<file path="src/hw/rtl/log_flush_scheduler_assert.svh">
// Assertion helpers used by the scheduler RTL
`ifndef LOG_FLUSH_SCHEDULER_ASSERT_SVH
`define LOG_FLUSH_SCHEDULER_ASSERT_SVH

// checked outside reset
`define LFS_ASSERT(label, clk, rst, prop, msg) \
   label: assert property (@(posedge clk) disable iff (rst) prop) else $error(msg);

// checked on every edge, reset included
`define LFS_ASSERT_ALWAYS(label, clk, prop, msg) \
   label: assert property (@(posedge clk) prop) else $error(msg);

`endif

</file>
<file path="src/hw/rtl/lfs_pkg.sv">
package lfs_pkg;

   localparam int TIME_W    = 32;
   localparam int USED_W    = 16;
   localparam int REC_W     = 16;
   localparam int OP_W      = 3;
   localparam int CAP_W     = 16;
   localparam int PCT_W     = 7;
   localparam int BACKOFF_W = 20;
   localparam int DL_W      = 27;
   localparam int PROD_W    = CAP_W + PCT_W;
   localparam int CSR_IDX_W  = 3;
   localparam int CSR_DATA_W = 27;

   localparam logic [CAP_W-1:0]     RST_RING_CAPACITY = CAP_W'(4096);
   localparam logic [PCT_W-1:0]     RST_NORMAL_PCT    = PCT_W'(50);
   localparam logic [PCT_W-1:0]     RST_EMERG_PCT     = PCT_W'(90);
   localparam logic [BACKOFF_W-1:0] RST_BACKOFF_MS    = BACKOFF_W'(5000);
   localparam logic [DL_W-1:0]      RST_FIRST_MS      = DL_W'(0);
   localparam logic [DL_W-1:0]      RST_FAILSAFE_MS   = DL_W'(3600000);
   localparam logic [PROD_W-1:0]    RST_PROD_NORMAL   = PROD_W'(4096 * 50);
   localparam logic [PROD_W-1:0]    RST_PROD_EMERG    = PROD_W'(4096 * 90);

   // threshold compares are done as used*100 + 99 >= capacity*percent
   localparam logic [PROD_W-1:0] PCT_SCALE = PROD_W'(100);
   localparam logic [PROD_W-1:0] PCT_ROUND = PROD_W'(99);

   localparam logic [TIME_W-1:0] WAIT_NEVER = '1;
   localparam logic [TIME_W-1:0] WAIT_NOW   = TIME_W'(1);

   typedef enum logic [OP_W-1:0] {
      OP_TICK       = 3'd0,
      OP_OUTCOME    = 3'd1,
      OP_WRITE_FAIL = 3'd2,
      OP_GW_BEGIN   = 3'd3,
      OP_GW_END     = 3'd4,
      OP_GW_DRAINED = 3'd5
   } op_type;

   typedef enum logic [1:0] {
      REASON_NONE     = 2'd0,
      REASON_NORMAL   = 2'd1,
      REASON_EMERG    = 2'd2,
      REASON_FAILSAFE = 2'd3
   } reason_type;

   typedef enum logic [CSR_IDX_W-1:0] {
      CSR_RING_CAPACITY = 3'd0,
      CSR_NORMAL_PCT    = 3'd1,
      CSR_EMERG_PCT     = 3'd2,
      CSR_BACKOFF_MS    = 3'd3,
      CSR_FIRST_MS      = 3'd4,
      CSR_FAILSAFE_MS   = 3'd5,
      CSR_GPS_BLOCK     = 3'd6
   } csr_index_type;

   typedef struct packed {
      logic [BACKOFF_W-1:0] backoff_ms;
      logic [DL_W-1:0]      first_ms;
      logic [DL_W-1:0]      failsafe_ms;
      logic                 gps_block;
      logic [PROD_W-1:0]    prod_normal;
      logic [PROD_W-1:0]    prod_emerg;
   } cfg_type;

   typedef struct packed {
      logic [OP_W-1:0]   op;
      logic [TIME_W-1:0] now_ms;
      logic [USED_W-1:0] ring_used;
      logic [PROD_W-1:0] used_scaled;
      logic              gps_busy;
      logic              flush_complete;
      logic [REC_W-1:0]  records_written;
   } item_type;

   typedef struct packed {
      logic              flush_start;
      reason_type        flush_cause;
      logic [TIME_W-1:0] wait_ms;
      logic              gateway_active;
      logic              flush_pending;
   } result_type;

   // wrap-safe: target reached when (now - target) mod 2^32 < 2^31
   function automatic logic reached(input logic [TIME_W-1:0] now,
                                    input logic [TIME_W-1:0] target);
      logic [TIME_W-1:0] diff;
      diff = now - target;
      return ~diff[TIME_W-1];
   endfunction

   function automatic logic [TIME_W-1:0] deadline_wait(input logic [TIME_W-1:0] now,
                                                       input logic [TIME_W-1:0] target);
      logic [TIME_W-1:0] rem;
      rem = target - now;
      return reached(now, target) ? WAIT_NOW : rem;
   endfunction

endpackage

</file>
<file path="src/hw/rtl/lfs_if.sv">
interface lfs_req_if;
   import lfs_pkg::*;

   logic              valid;
   logic              ready;
   logic [OP_W-1:0]   op;
   logic [TIME_W-1:0] now_ms;
   logic [USED_W-1:0] ring_used;
   logic              gps_busy;
   logic              flush_complete;
   logic [REC_W-1:0]  records_written;

   modport source (output valid, op, now_ms, ring_used, gps_busy, flush_complete,
                   records_written, input ready);
   modport sink (input valid, op, now_ms, ring_used, gps_busy, flush_complete,
                 records_written, output ready);
endinterface

interface lfs_rsp_if;
   import lfs_pkg::*;

   logic              valid;
   logic              ready;
   logic              flush_start;
   logic [1:0]        flush_cause;
   logic [TIME_W-1:0] wait_ms;
   logic              gateway_active;
   logic              flush_pending;

   modport source (output valid, flush_start, flush_cause, wait_ms, gateway_active,
                   flush_pending, input ready);
   modport sink (input valid, flush_start, flush_cause, wait_ms, gateway_active,
                 flush_pending, output ready);
endinterface

</file>
<file path="src/hw/rtl/lfs_cfg.sv">
module lfs_cfg (
   input  logic                            clock,
   input  logic                            reset,
   input  logic                            csr_we,
   input  logic [lfs_pkg::CSR_IDX_W-1:0]   csr_index,
   input  logic [lfs_pkg::CSR_DATA_W-1:0]  csr_wdata,
   output lfs_pkg::cfg_type                cfg
);
   import lfs_pkg::*;

   logic [CAP_W-1:0]     capacity_ff, capacity_in;
   logic [PCT_W-1:0]     normal_pct_ff, normal_pct_in;
   logic [PCT_W-1:0]     emerg_pct_ff, emerg_pct_in;
   logic [BACKOFF_W-1:0] backoff_ff, backoff_in;
   logic [DL_W-1:0]      first_ff, first_in;
   logic [DL_W-1:0]      failsafe_ff, failsafe_in;
   logic                 gps_block_ff, gps_block_in;
   logic [PROD_W-1:0]    prod_normal_ff, prod_normal_in;
   logic [PROD_W-1:0]    prod_emerg_ff, prod_emerg_in;

   always_comb begin
      capacity_in   = capacity_ff;
      normal_pct_in = normal_pct_ff;
      emerg_pct_in  = emerg_pct_ff;
      backoff_in    = backoff_ff;
      first_in      = first_ff;
      failsafe_in   = failsafe_ff;
      gps_block_in  = gps_block_ff;
      if (csr_we) begin
         case (csr_index)
            CSR_RING_CAPACITY: capacity_in   = csr_wdata[CAP_W-1:0];
            CSR_NORMAL_PCT:    normal_pct_in = csr_wdata[PCT_W-1:0];
            CSR_EMERG_PCT:     emerg_pct_in  = csr_wdata[PCT_W-1:0];
            CSR_BACKOFF_MS:    backoff_in    = csr_wdata[BACKOFF_W-1:0];
            CSR_FIRST_MS:      first_in      = csr_wdata[DL_W-1:0];
            CSR_FAILSAFE_MS:   failsafe_in   = csr_wdata[DL_W-1:0];
            CSR_GPS_BLOCK:     gps_block_in  = csr_wdata[0];
            default: ;
         endcase
      end
   end

   // capacity*percent is formed from the next register values, so the
   // products change on the same edge as the registers themselves
   assign prod_normal_in = PROD_W'(capacity_in) * PROD_W'(normal_pct_in);
   assign prod_emerg_in  = PROD_W'(capacity_in) * PROD_W'(emerg_pct_in);

   always_ff @(posedge clock) begin
      if (reset) begin
         capacity_ff    <= RST_RING_CAPACITY;
         normal_pct_ff  <= RST_NORMAL_PCT;
         emerg_pct_ff   <= RST_EMERG_PCT;
         backoff_ff     <= RST_BACKOFF_MS;
         first_ff       <= RST_FIRST_MS;
         failsafe_ff    <= RST_FAILSAFE_MS;
         gps_block_ff   <= 1'b0;
         prod_normal_ff <= RST_PROD_NORMAL;
         prod_emerg_ff  <= RST_PROD_EMERG;
      end else begin
         capacity_ff    <= capacity_in;
         normal_pct_ff  <= normal_pct_in;
         emerg_pct_ff   <= emerg_pct_in;
         backoff_ff     <= backoff_in;
         first_ff       <= first_in;
         failsafe_ff    <= failsafe_in;
         gps_block_ff   <= gps_block_in;
         prod_normal_ff <= prod_normal_in;
         prod_emerg_ff  <= prod_emerg_in;
      end
   end

   assign cfg.backoff_ms  = backoff_ff;
   assign cfg.first_ms    = first_ff;
   assign cfg.failsafe_ms = failsafe_ff;
   assign cfg.gps_block   = gps_block_ff;
   assign cfg.prod_normal = prod_normal_ff;
   assign cfg.prod_emerg  = prod_emerg_ff;

endmodule

</file>
<file path="src/hw/rtl/lfs_core.sv">
module lfs_core (
   input  logic                clock,
   input  logic                reset,
   input  logic                fire,
   input  lfs_pkg::item_type   item,
   input  lfs_pkg::cfg_type    cfg,
   output lfs_pkg::result_type result
);
   import lfs_pkg::*;

   logic              gw_ff, gw_in;
   logic              pend_ff, pend_in;
   reason_type        reason_ff, reason_in;
   logic [TIME_W-1:0] retry_ff, retry_in;
   logic [TIME_W-1:0] last_ff, last_in;
   logic              first_done_ff, first_done_in;

   logic              waiting;
   logic              emerg_hit;
   logic              normal_hit;
   logic              first_due;
   logic              failsafe_due;
   logic              start;

   logic              backoff_next;
   logic [TIME_W-1:0] backoff_rem;
   logic [TIME_W-1:0] first_wait;
   logic [TIME_W-1:0] guard_wait;
   logic [TIME_W-1:0] deadline_min;
   logic [TIME_W-1:0] wait_ms;

   assign waiting = (cfg.backoff_ms != '0) && !reached(item.now_ms, retry_ff);

   // a threshold of zero (product below 100) never raises a request
   assign emerg_hit  = (cfg.prod_emerg >= PCT_SCALE) && (item.used_scaled >= cfg.prod_emerg);
   assign normal_hit = (cfg.prod_normal >= PCT_SCALE) && (item.used_scaled >= cfg.prod_normal);

   assign first_due    = !first_done_ff && (cfg.first_ms != '0) &&
                         reached(item.now_ms, last_ff + TIME_W'(cfg.first_ms));
   assign failsafe_due = (cfg.failsafe_ms != '0) &&
                         reached(item.now_ms, last_ff + TIME_W'(cfg.failsafe_ms));

   always_comb begin
      gw_in         = gw_ff;
      pend_in       = pend_ff;
      reason_in     = reason_ff;
      retry_in      = retry_ff;
      last_in       = last_ff;
      first_done_in = first_done_ff;
      start         = 1'b0;
      case (item.op)
         OP_TICK: begin
            if (!gw_ff && !waiting) begin
               if (emerg_hit) begin
                  pend_in   = 1'b1;
                  reason_in = REASON_EMERG;
               end else if (normal_hit && !(pend_ff && reason_ff == REASON_EMERG)) begin
                  pend_in   = 1'b1;
                  reason_in = REASON_NORMAL;
               end
               if ((item.ring_used != '0) && (first_due || failsafe_due) &&
                   !(pend_in && reason_in == REASON_EMERG)) begin
                  pend_in   = 1'b1;
                  reason_in = REASON_FAILSAFE;
               end
            end
            start = !gw_ff && !waiting && pend_in &&
                    !(cfg.gps_block && item.gps_busy && reason_in != REASON_EMERG);
         end
         OP_OUTCOME: begin
            if (item.flush_complete ||
                ((item.records_written != '0) && (item.used_scaled < cfg.prod_normal))) begin
               last_in       = item.now_ms;
               first_done_in = 1'b1;
            end
            if (item.flush_complete) begin
               pend_in = 1'b0;
            end
         end
         OP_WRITE_FAIL: begin
            retry_in = item.now_ms + TIME_W'(cfg.backoff_ms);
            pend_in  = 1'b0;
         end
         OP_GW_BEGIN: begin
            gw_in = 1'b1;
         end
         OP_GW_END: begin
            gw_in = 1'b0;
         end
         OP_GW_DRAINED: begin
            gw_in         = 1'b1;
            last_in       = item.now_ms;
            first_done_in = 1'b1;
            pend_in       = 1'b0;
         end
         default: ;
      endcase
   end

   // wait is taken from the state as it stands after this transaction
   assign backoff_next = (cfg.backoff_ms != '0) && !reached(item.now_ms, retry_in);
   assign backoff_rem  = retry_in - item.now_ms;
   assign first_wait   = deadline_wait(item.now_ms, last_in + TIME_W'(cfg.first_ms));
   assign guard_wait   = deadline_wait(item.now_ms, last_in + TIME_W'(cfg.failsafe_ms));

   always_comb begin
      deadline_min = WAIT_NEVER;
      if (!first_done_in && (cfg.first_ms != '0)) begin
         deadline_min = first_wait;
      end
      if ((cfg.failsafe_ms != '0) && (guard_wait < deadline_min)) begin
         deadline_min = guard_wait;
      end
      if (gw_in) begin
         wait_ms = WAIT_NEVER;
      end else if (pend_in) begin
         wait_ms = WAIT_NOW;
      end else if (backoff_next) begin
         wait_ms = (backoff_rem > WAIT_NOW) ? backoff_rem : WAIT_NOW;
      end else begin
         wait_ms = deadline_min;
      end
   end

   assign result.flush_start    = start;
   assign result.flush_cause    = pend_in ? reason_in : REASON_NONE;
   assign result.wait_ms        = wait_ms;
   assign result.gateway_active = gw_in;
   assign result.flush_pending  = pend_in;

   always_ff @(posedge clock) begin
      if (reset) begin
         gw_ff         <= 1'b0;
         pend_ff       <= 1'b0;
         reason_ff     <= REASON_NORMAL;
         retry_ff      <= '0;
         last_ff       <= '0;
         first_done_ff <= 1'b0;
      end else if (fire) begin
         gw_ff         <= gw_in;
         pend_ff       <= pend_in;
         reason_ff     <= reason_in;
         retry_ff      <= retry_in;
         last_ff       <= last_in;
         first_done_ff <= first_done_in;
      end
   end

endmodule

</file>
<file path="src/hw/rtl/log_flush_scheduler.sv">
// Log flush scheduler.
// req_ch takes one transaction per operation (service tick, flush outcome,
// write failure, gateway begin/end/drained) with the current uptime and ring
// fill. rsp_ch returns exactly one transaction per request: flush_start, the
// pending reason, the wait until the next deadline and the gateway/pending
// flags after the operation.
// csr_we/csr_index/csr_wdata write the scheduler registers; write them only
// while no transaction is in flight.
// A request is registered in the input register, passes once through the
// update logic and is registered again in the response register.
// Throughput: one transaction per cycle while the receiver takes responses;
// the input register takes one request while a response waits, then holds it.
// Reset (synchronous, active high) restores the register defaults, clears
// the gateway and pending flags and empties both pipeline registers.
// When the receiver stalls, the response holds, the input register fills and
// req_ch.ready drops until the response is taken.
module log_flush_scheduler (
   input  logic                           clock,
   input  logic                           reset,
   lfs_req_if.sink                        req_ch,
   lfs_rsp_if.source                      rsp_ch,
   input  logic                           csr_we,
   input  logic [lfs_pkg::CSR_IDX_W-1:0]  csr_index,
   input  logic [lfs_pkg::CSR_DATA_W-1:0] csr_wdata
);
   import lfs_pkg::*;
   `include "log_flush_scheduler_assert.svh"

   cfg_type    cfg;
   item_type   item_ff, item_in;
   logic       item_valid_ff, item_valid_in;
   result_type rsp_ff, core_result;
   logic       rsp_valid_ff, rsp_valid_in;
   logic       accept;
   logic       fire;

   lfs_cfg u_cfg (
      .clock     (clock),
      .reset     (reset),
      .csr_we    (csr_we),
      .csr_index (csr_index),
      .csr_wdata (csr_wdata),
      .cfg       (cfg)
   );

   lfs_core u_core (
      .clock  (clock),
      .reset  (reset),
      .fire   (fire),
      .item   (item_ff),
      .cfg    (cfg),
      .result (core_result)
   );

   assign fire         = item_valid_ff && (!rsp_valid_ff || rsp_ch.ready);
   // nothing is taken while reset is held
   assign req_ch.ready = !reset && (!item_valid_ff || fire);
   assign accept       = req_ch.valid && req_ch.ready;

   always_comb begin
      item_in                 = item_ff;
      item_in.op              = req_ch.op;
      item_in.now_ms          = req_ch.now_ms;
      item_in.ring_used       = req_ch.ring_used;
      // used*100 + 99, compared against capacity*percent
      item_in.used_scaled     = (PROD_W'(req_ch.ring_used) << 6) +
                                (PROD_W'(req_ch.ring_used) << 5) +
                                (PROD_W'(req_ch.ring_used) << 2) + PCT_ROUND;
      item_in.gps_busy        = req_ch.gps_busy;
      item_in.flush_complete  = req_ch.flush_complete;
      item_in.records_written = req_ch.records_written;
   end

   assign item_valid_in = accept ? 1'b1 : (fire ? 1'b0 : item_valid_ff);
   assign rsp_valid_in  = fire ? 1'b1 : (rsp_ch.ready ? 1'b0 : rsp_valid_ff);

   always_ff @(posedge clock) begin
      if (accept) begin
         item_ff <= item_in;
      end
      if (fire) begin
         rsp_ff <= core_result;
      end
   end

   always_ff @(posedge clock) begin
      if (reset) begin
         item_valid_ff <= 1'b0;
         rsp_valid_ff  <= 1'b0;
      end else begin
         item_valid_ff <= item_valid_in;
         rsp_valid_ff  <= rsp_valid_in;
      end
   end

   assign rsp_ch.valid          = rsp_valid_ff;
   assign rsp_ch.flush_start    = rsp_ff.flush_start;
   assign rsp_ch.flush_cause    = rsp_ff.flush_cause;
   assign rsp_ch.wait_ms        = rsp_ff.wait_ms;
   assign rsp_ch.gateway_active = rsp_ff.gateway_active;
   assign rsp_ch.flush_pending  = rsp_ff.flush_pending;

   `LFS_ASSERT(a_start_needs_pending, clock, reset, (rsp_valid_ff && rsp_ff.flush_start |-> rsp_ff.flush_pending && rsp_ff.flush_cause != REASON_NONE), "flush_start without a pending request")
   `LFS_ASSERT(a_gateway_quiet, clock, reset, (rsp_valid_ff && rsp_ff.gateway_active |-> !rsp_ff.flush_start && rsp_ff.wait_ms == WAIT_NEVER), "activity reported during a gateway session")
   `LFS_ASSERT(a_held_item_advances, clock, reset, (item_valid_ff && !rsp_valid_ff |=> rsp_valid_ff), "buffered request did not produce a response")
   `LFS_ASSERT_ALWAYS(a_reset_empties, clock, (reset |=> !rsp_valid_ff && !item_valid_ff), "pipeline not empty after reset")

endmodule

</file>
<file path="src/flat_wrapper.sv">
// flat-port wrapper written by rule: the top's interface ports become plain ports
module log_flush_scheduler_flat import lfs_pkg::*;
  (clock, reset, csr_we, csr_index, csr_wdata, req_ch_valid, req_ch_op, req_ch_now_ms, req_ch_ring_used, req_ch_gps_busy, req_ch_flush_complete, req_ch_records_written, req_ch_ready, rsp_ch_valid, rsp_ch_flush_start, rsp_ch_flush_cause, rsp_ch_wait_ms, rsp_ch_gateway_active, rsp_ch_flush_pending, rsp_ch_ready);
  lfs_req_if req_ch_i ();
  lfs_rsp_if rsp_ch_i ();
  input  logic clock;
  input  logic reset;
  input  logic csr_we;
  input  logic [lfs_pkg::CSR_IDX_W-1:0] csr_index;
  input  logic [lfs_pkg::CSR_DATA_W-1:0] csr_wdata;
  input wire logic [$bits(req_ch_i.valid)-1:0] req_ch_valid;
  input wire logic [$bits(req_ch_i.op)-1:0] req_ch_op;
  input wire logic [$bits(req_ch_i.now_ms)-1:0] req_ch_now_ms;
  input wire logic [$bits(req_ch_i.ring_used)-1:0] req_ch_ring_used;
  input wire logic [$bits(req_ch_i.gps_busy)-1:0] req_ch_gps_busy;
  input wire logic [$bits(req_ch_i.flush_complete)-1:0] req_ch_flush_complete;
  input wire logic [$bits(req_ch_i.records_written)-1:0] req_ch_records_written;
  output wire logic [$bits(req_ch_i.ready)-1:0] req_ch_ready;
  output wire logic [$bits(rsp_ch_i.valid)-1:0] rsp_ch_valid;
  output wire logic [$bits(rsp_ch_i.flush_start)-1:0] rsp_ch_flush_start;
  output wire logic [$bits(rsp_ch_i.flush_cause)-1:0] rsp_ch_flush_cause;
  output wire logic [$bits(rsp_ch_i.wait_ms)-1:0] rsp_ch_wait_ms;
  output wire logic [$bits(rsp_ch_i.gateway_active)-1:0] rsp_ch_gateway_active;
  output wire logic [$bits(rsp_ch_i.flush_pending)-1:0] rsp_ch_flush_pending;
  input wire logic [$bits(rsp_ch_i.ready)-1:0] rsp_ch_ready;
  assign req_ch_i.valid = req_ch_valid;
  assign req_ch_i.op = req_ch_op;
  assign req_ch_i.now_ms = req_ch_now_ms;
  assign req_ch_i.ring_used = req_ch_ring_used;
  assign req_ch_i.gps_busy = req_ch_gps_busy;
  assign req_ch_i.flush_complete = req_ch_flush_complete;
  assign req_ch_i.records_written = req_ch_records_written;
  assign req_ch_ready = req_ch_i.ready;
  assign rsp_ch_valid = rsp_ch_i.valid;
  assign rsp_ch_flush_start = rsp_ch_i.flush_start;
  assign rsp_ch_flush_cause = rsp_ch_i.flush_cause;
  assign rsp_ch_wait_ms = rsp_ch_i.wait_ms;
  assign rsp_ch_gateway_active = rsp_ch_i.gateway_active;
  assign rsp_ch_flush_pending = rsp_ch_i.flush_pending;
  assign rsp_ch_i.ready = rsp_ch_ready;
  log_flush_scheduler u_core (.clock(clock), .reset(reset), .req_ch(req_ch_i), .rsp_ch(rsp_ch_i), .csr_we(csr_we), .csr_index(csr_index), .csr_wdata(csr_wdata));
endmodule
</file>
<file path="config.mk">
export PLATFORM = sky130hd
export DESIGN_NAME = log_flush_scheduler_flat
export DESIGN_NICKNAME = d
export VERILOG_FILES = /design/src/hw/rtl/lfs_pkg.sv /design/src/hw/rtl/lfs_if.sv /design/src/hw/rtl/lfs_cfg.sv /design/src/hw/rtl/lfs_core.sv /design/src/hw/rtl/log_flush_scheduler.sv /design/src/flat_wrapper.sv
export VERILOG_INCLUDE_DIRS = /design/src /design/src/hw/rtl
export SDC_FILE = /design/constraint.sdc
export NUM_CORES = 2
export LEC_CHECK = 0
export BUFFER_PORTS_ARGS = -buffer_cell sky130_fd_sc_hd__buf_4
export CAP_MARGIN = 10
export CORE_AREA = 2 2 251 253
export CTS_CLUSTER_DIAMETER = 120
export DETAILED_ROUTE_END_ITERATION = 16
export DIE_AREA = 0 0 253 255
export PLACE_DENSITY = 0.77
export SLEW_MARGIN = 20
export SYNTH_ARGS = -nofsm -noshare
export SYNTH_HDL_FRONTEND = slang
export SYNTH_SLANG_ARGS = --single-unit
</file>
<file path="constraint.sdc">
create_clock -name clock -period 21.6 [get_ports clock]
set_input_delay 4.32 -clock clock [delete_from_list [all_inputs] [get_ports clock]]
set_output_delay 4.32 -clock clock [all_outputs]
set_load 0.02 [all_outputs]
</file>
# Yosys cells after proc, flatten, opt, wreduce, memory -nomap -nowiden
# Index checks and enable logic that the tools add are counted.
classes:
  n_mux: 40
  add_sub_neg: 17
  multipliers: 2
  eq_ne: 14
  n_reduce_logical: 53
  bitwise: 2
  n_lt_le_gt_ge: 7
ops:
  columns: ["cell", "count"]
  rows:
  - ["two-way mux 32 bit", 9]
  - ["subtractor 32 bit", 9]
  - ["adder 32 x 27 -> 32 bit", 4]
  - ["case mux 32 bit (2 select lines)", 1]
  - ["nonzero test 27 bit", 2]
  - [">= comparator 23 bit", 2]
  - [">= comparator 23 x 7 -> 1 bit, second input constant", 2]
  - ["multiplier 16 x 7 -> 23 bit", 2]
  - ["adder 32 x 20 -> 32 bit", 1]
  - ["> comparator 32 x 1 -> 1 bit, second input constant", 1]
  - ["< comparator 32 bit", 1]
  - ["two-way mux 16 bit", 2]
  - ["nonzero test 16 bit", 2]
  - ["two-way mux 7 bit", 4]
  - ["adder 22 x 21 -> 23 bit", 1]
  - ["adder 23 x 18 -> 23 bit", 1]
  - ["adder 23 x 7 -> 23 bit, second input constant", 1]
  - ["logical AND 1 bit", 23]
  - ["< comparator 23 bit", 1]
  - ["nonzero test 20 bit", 1]
  - ["two-way mux 2 bit", 8]
  - ["== test 3 bit, second input constant", 5]
  - ["two-way mux 1 bit", 13]
  - ["== test 3 x 2 -> 1 bit, second input constant", 4]
  - ["other kinds (12)", 35]
totals:
  out_inout_bits: 39
  word_cells: 165
  in_bits: 104
  regBits: 351

# Depth between registers and ports, before layout
depth:
  depth_word: 19
  ltp_mapped: 52

# Modules after synthesis
# Synthesis repeated with hierarchy kept, for this count alone.
unflattened:
  hier_cells: 4576
  area_unflattened_um2: 37967.7
modules_own_cells:
  columns: ["module", "n_inst", "area_per_inst_um2", "cells_per_inst"]
  rows:
  - ["lfs_core", 1, 20960.1, 2885]
  - ["lfs_cfg", 1, 11808.8, 1379]
  - ["log_flush_scheduler", 1, 5198.7, 312]

# Least setup slack after synthesis
# No wires, ideal clock.
synth_timing:
  path_type: "register -> register"
  start: "register u_core.item_ff[38] (netlist bit)"
  end: "register u_core.rsp_ff (netlist bit u_core.rsp_ch.wait_ms[16]) (data pin)"
  setup_ns: 0.163
  arrival_ns: 10.443
  synth_period_minus_slack_ns: 10.606
  path_slack_ns: 10.994
  path_stages_with_launch: 51
  cell_sequence: "edfxtp_1 ha_1 a211oi_1 o22ai_1 or4_1 o311a_1 nor2_1 clkbuf_1 clkbuf_1 nand2_1 o21ai_0 ha_1 inv_1 fa_1 nor2b_1 o21ai_0 a21boi_0 o21ai_0 [15 not listed] or2_1 clkbuf_1 clkbuf_1 a21oi_1 ha_1 a21o_1 a21o_1 a21o_1 a21o_1 a21o_1 a21oi_1 o21ai_0 nor2_1 o211ai_2 nand2_1 nand2_1 clkbuf_1 o221ai_1"
synth_between:
  word_cells_on_any_way: 44
synth_rtl:
  columns: ["element", "line_no", "source"]
  rows:
  - ["start, declared", "log_flush_scheduler.sv:30", "item_type item_ff, item_in;"]
  - ["start signal, assigned", "log_flush_scheduler.sv:79", "item_ff <= item_in;"]
  - ["< comparator 23 bit (*)", "lfs_core.sv:72", "((item.records_written != '0) && (item.used_scaled < cfg.prod_normal))) begin"]
  - ["logical AND 1 bit (*)", "lfs_core.sv:72", null]
  - ["logical OR 1 bit (*)", "lfs_core.sv:71", "if (item.flush_complete ||"]
  - ["two-way mux 32 bit (*)", "lfs_core.sv:71", null]
  - ["case mux 32 bit (2 select lines) (*)", "lfs_core.sv:51", "case (item.op)"]
  - ["net u_core.u_core.last_in[0]", "lfs_core.sv:15", "logic [TIME_W-1:0] last_ff, last_in;"]
  - ["adder 32 x 27 -> 32 bit", "lfs_core.sv:103", "assign first_wait = deadline_wait(item.now_ms, last_in + TIME_W'(cfg.first_ms));"]
  - ["subtractor 32 bit (on tied branches)", "lfs_pkg.sv:95, lfs_pkg.sv:88", null]
  - ["two-way mux 32 bit", "lfs_pkg.sv:96", "return reached(now, target) ? WAIT_NOW : rem;"]
  - ["two-way mux 32 bit", "lfs_core.sv:108", "if (!first_done_in && (cfg.first_ms != '0)) begin"]
  - ["< comparator 32 bit", "lfs_core.sv:111", "if ((cfg.failsafe_ms != '0) && (guard_wait < deadline_min)) begin"]
  - ["logical AND 1 bit", "lfs_core.sv:111", null]
  - ["two-way mux 32 bit (*)", "lfs_core.sv:111", null]
  - ["two-way mux 32 bit (*)", "lfs_core.sv:118", "end else if (backoff_next) begin"]
  - ["two-way mux 32 bit (*)", "lfs_core.sv:116", "end else if (pend_in) begin"]
  - ["end signal, assigned", "log_flush_scheduler.sv:82", "rsp_ff <= core_result;"]
  - ["end, declared", "log_flush_scheduler.sv:32", "result_type rsp_ff, core_result;"]
# Mark *: on every way through the listed nets, which the timed path passes. The rest lies on a longest branch. The select of a mux whose other input is x is not followed.
# A chain may end at the register's enable or synchronous reset.

# Worst setup path in the final report
layout_timing:
  start: "register u_core.item_ff[38] (netlist bit)"
  end: "register u_core.rsp_ff (netlist bit u_core.rsp_ch.wait_ms[22]) (data pin)"
layout_between:
  elab_chain_len: 16
  word_cells_on_any_way: 44
layout_lines:
  columns: ["element", "line_no"]
  rows:
  - ["parallel branches: the longest is 15 deep, another holds adder 32 x 27 -> 32 bit", null]
  - ["two-way mux 32 bit (*)", "lfs_core.sv:116"]
# Every way passes the cells marked *. The select of a mux whose other input is x is not followed.

==> run_results.csv <==
group,metric,value,unit
status,outcome,"complete, no violations",
min_path,hold_path.startpoint,"u_core.u_core.retry_ff[3]",
synthesis,synth-seq-cells,344,
place,gp_congestion,1.011,
timing,fin_crit,12.31,ns
clocking,cts_resized,0,
timing,rsz0062_at_grt,"no",
critical_path,crit_path_end_kind,"flop",
critical_path,cp_num_buf_inv,1,
layout,diodes,0,
synthesis,yosysSeqAreaShare,0.2213,
clocking,clk_pin_slew,0.06,ns
critical_path,path_max_fanout,61,
critical_path,crit_type,"reg2reg",
timing,slew_viol_final,0,
critical_path,critical-path-top-delay-family,"compound AO/OA/AOI/OAI gates",
clocking,cts_setup_buffers,0,
route,drc,0,
timing,setup_viol,0,
pwr,peakVddDrop,0.06635,mV
timing,setup-tns-final,0,ns
synthesis,ys_warn_count,0,
global_route,gr-total-overflow,0,
critical_path,slowest_delay,0.83,ns
clocking,cts_hold_buf,0,
route,drt_iter0_drc,2572,
die,io_pins,143,
die,dieArea,64520,um^2
timing,fin_crit_sh,0.5701,
synthesis,synth_most_common_cell,"ha_1",
clocking,cts_buffer_depth,3,
layout,drive_gt1_frac,0.06917,
synthesis,synth_area_leaders,"ha_1 19%, dfxtp_1 12%, fa_1 11%",
die,die_h,255,um
synthesis,syn_nets,5220,
die,die-width,253,um
critical_path,crit_start,"u_core.item_ff[38]",
min_path,worstHoldPathType,"reg2reg",
global_route,grt_util_all_layers,0.3421,
synthesis,synth-edff-count,124,
global_route,grt_max_degree,94,
clocking,numCtsBuffers,40,
synthesis,synth_top_area_share,0.1857,
critical_path,cp-start-kind,"flop",
route,via_per_inst,6.136,
die,core,62160,um^2
timing,relSlewSlack,0.1889,
timing,clock.fmax,0.08121,GHz
die,fp-row-count,92,
timing,skew,0.04083,ns
timing,hold_viol_final,0,
layout,area_growth,8.869,%
route,ant_nets,0,
route,top_layer_used,"met5",
critical_path,cp.required,21.87,ns
critical_path,r2r-start,"u_core.item_ff[38]",
critical_path,critPathSlowestCell,"xnor2_1",
clocking,cts-htree-levels,2,
synthesis,syn_area_per_cell,8.414,um^2
pwr,p_leak,18.14,nW
route,wl_per_cell,20.74,um
clocking,cts_tree,"built",
pwr,power_density,59.14,nW/um^2
place,port_buffers,142,
global_route,grt_pass1_vias,32010,
global_route,grt_pass1_wl,172100,um
route,vias,32410,
layout,final_nets,5306,
synthesis,ys_types,79,
critical_path,critPathArrivalTime,12.59,ns
place,hpwlAfterDp,87350,um
clocking,clkLatencyLatePin,0.62,ns
route,wl_met3,7469,um
route,wl,109600,um
route,dr_wl_met2,50920,um
synthesis,postSynthCellCount,4364,
clocking,clock-sinks,344,
run,cap_viol_max_count,0,
route,drt-met1-wl,43720,um
timing,final.setup.worst_slack,9.287,ns
synthesis,yosys-top-cells-count,"545 x ha_1, 501 x inv_1, 497 x nand2_1",
global_route,antenna_found_initial,4,
synthesis,synth_ff_type,"dfxtp_1",
synthesis,async_flop_share,0,
timing,worst_pin_slew,1.204,ns
route,dr.pass1.iters,5,
synthesis,netlist_area,36720,um^2
clocking,cts_root_buf,"clkbuf_16",
place,place_ws,9.577,ns
synthesis,yosys.area.top_type,"ha_1",
die,start_util,0.5907,
cell usage in the layout (no fill, tap or decap), drive strengths merged, types with 28 or more instances in the layout:
master	netlist	final
dfxtp	220	220
nor2	353	353
o211ai	31	31
a211oi	89	89
nand2b	48	48
mux2	28	28
a21oi	368	368
xor2	79	79
nand4	49	49
nand3	52	52
a21o	110	110
o21bai	32	32
buf	7	176
nand2	497	497
o21a	52	52
ha	545	545
nor4	45	45
nor2b	52	52
or3	29	29
edfxtp	124	124
fa	207	207
xnor2	135	135
clkbuf	125	57
nor3	74	74
inv	501	504
mux2i	40	40
o21ai	185	185
kinds of logic (layout without fill, tap and decap cells):
kind of cell | after synthesis | after routing | share of synthesized area
AND/OR/NAND/NOR | 1300 | 1300 | 0.1612
AO/OA/AOI/OAI | 1053 | 1053 | 0.1836
adder cells (fa/ha/maj) | 752 | 752 | 0.2986
buffers and inverters | 633 | 751 | 0.06474
flip-flops | 344 | 344 | 0.2213
XOR/XNOR | 214 | 214 | 0.05104
multiplexers | 68 | 68 | 0.01949
per-layer routing:
layer  global-route usage  vias up
li1                     -    15310
met1               0.4249    15440
met2               0.5713     1317
met3              0.04536      336
met4               0.2034        8
met5                    0        -
power by group:
group	total [mW]	leakage (nW)	switching, mW	internal [mW]
clock network	0.711	0.678	0.311	0.400
registers	0.746	2.95	0.0282	0.718
logic	0.907	14.5	0.555	0.352
worst min-delay path, cell delays in order (launching register included):
cell and delay (ns):
dfxtp_1 0.31, nand2_1 0.05, a21oi_1 0.05
per-stage QoR:
step,instances,area (um^2),utilization,power (mW),hold WS [ns]
global placement,5206,38590,0.6208,1.631,0.4418
floorplan,4364,36720,-,1.380,0.4344
global route,5281,39980,0.6431,2.496,0.4710
detailed placement,5206,38590,0.6208,1.642,0.4468
finish,5281,39980,0.6431,2.364,0.4558
CTS,5280,39960,0.6428,2.354,0.4548
registers in the layout, indices dropped and copies added, names as in the netlist, 7 cells and up:
name / count
u_core.u_cfg.first_ff: 27
u_core.u_cfg.prod_normal_ff: 21
u_core.u_cfg.backoff_ff: 20
u_core.u_cfg.emerg_pct_ff: 7
u_core.rsp_ch.wait_ms: 32
u_core.u_core.retry_ff: 32
u_core.u_cfg.prod_emerg_ff: 23
u_core.u_cfg.normal_pct_ff: 7
u_core.u_cfg.capacity_ff: 16
u_core.u_cfg.failsafe_ff: 27
u_core.u_core.last_ff: 32
u_core.item_ff: 87
path summary, 6_finish.rpt:
| check | slack (ns) | to | depth (start not counted) |
|---|---|---|---|
| max | 9.29 | u_core.rsp_ch.wait_ms[22] | 40 |
| min | 0.46 | u_core.u_core.retry_ff[3] | 2 |
| max reg2reg | 9.29 | u_core.rsp_ch.wait_ms[22] | 40 |
| min reg2reg | 0.46 | u_core.u_core.retry_ff[3] | 2 |
area by class of cell:
type	instances	area, um^2
Multi-Input combinational cell	3387	26260
Fill cell	5369	22180
Sequential cell	344	8128
Inverter	501	1881
Timing Repair Buffer	176	1338
Clock buffer	57	1181
Tap cell	799	999.7
Clock inverter	17	186.4
(Power assumes the default switching activity.)
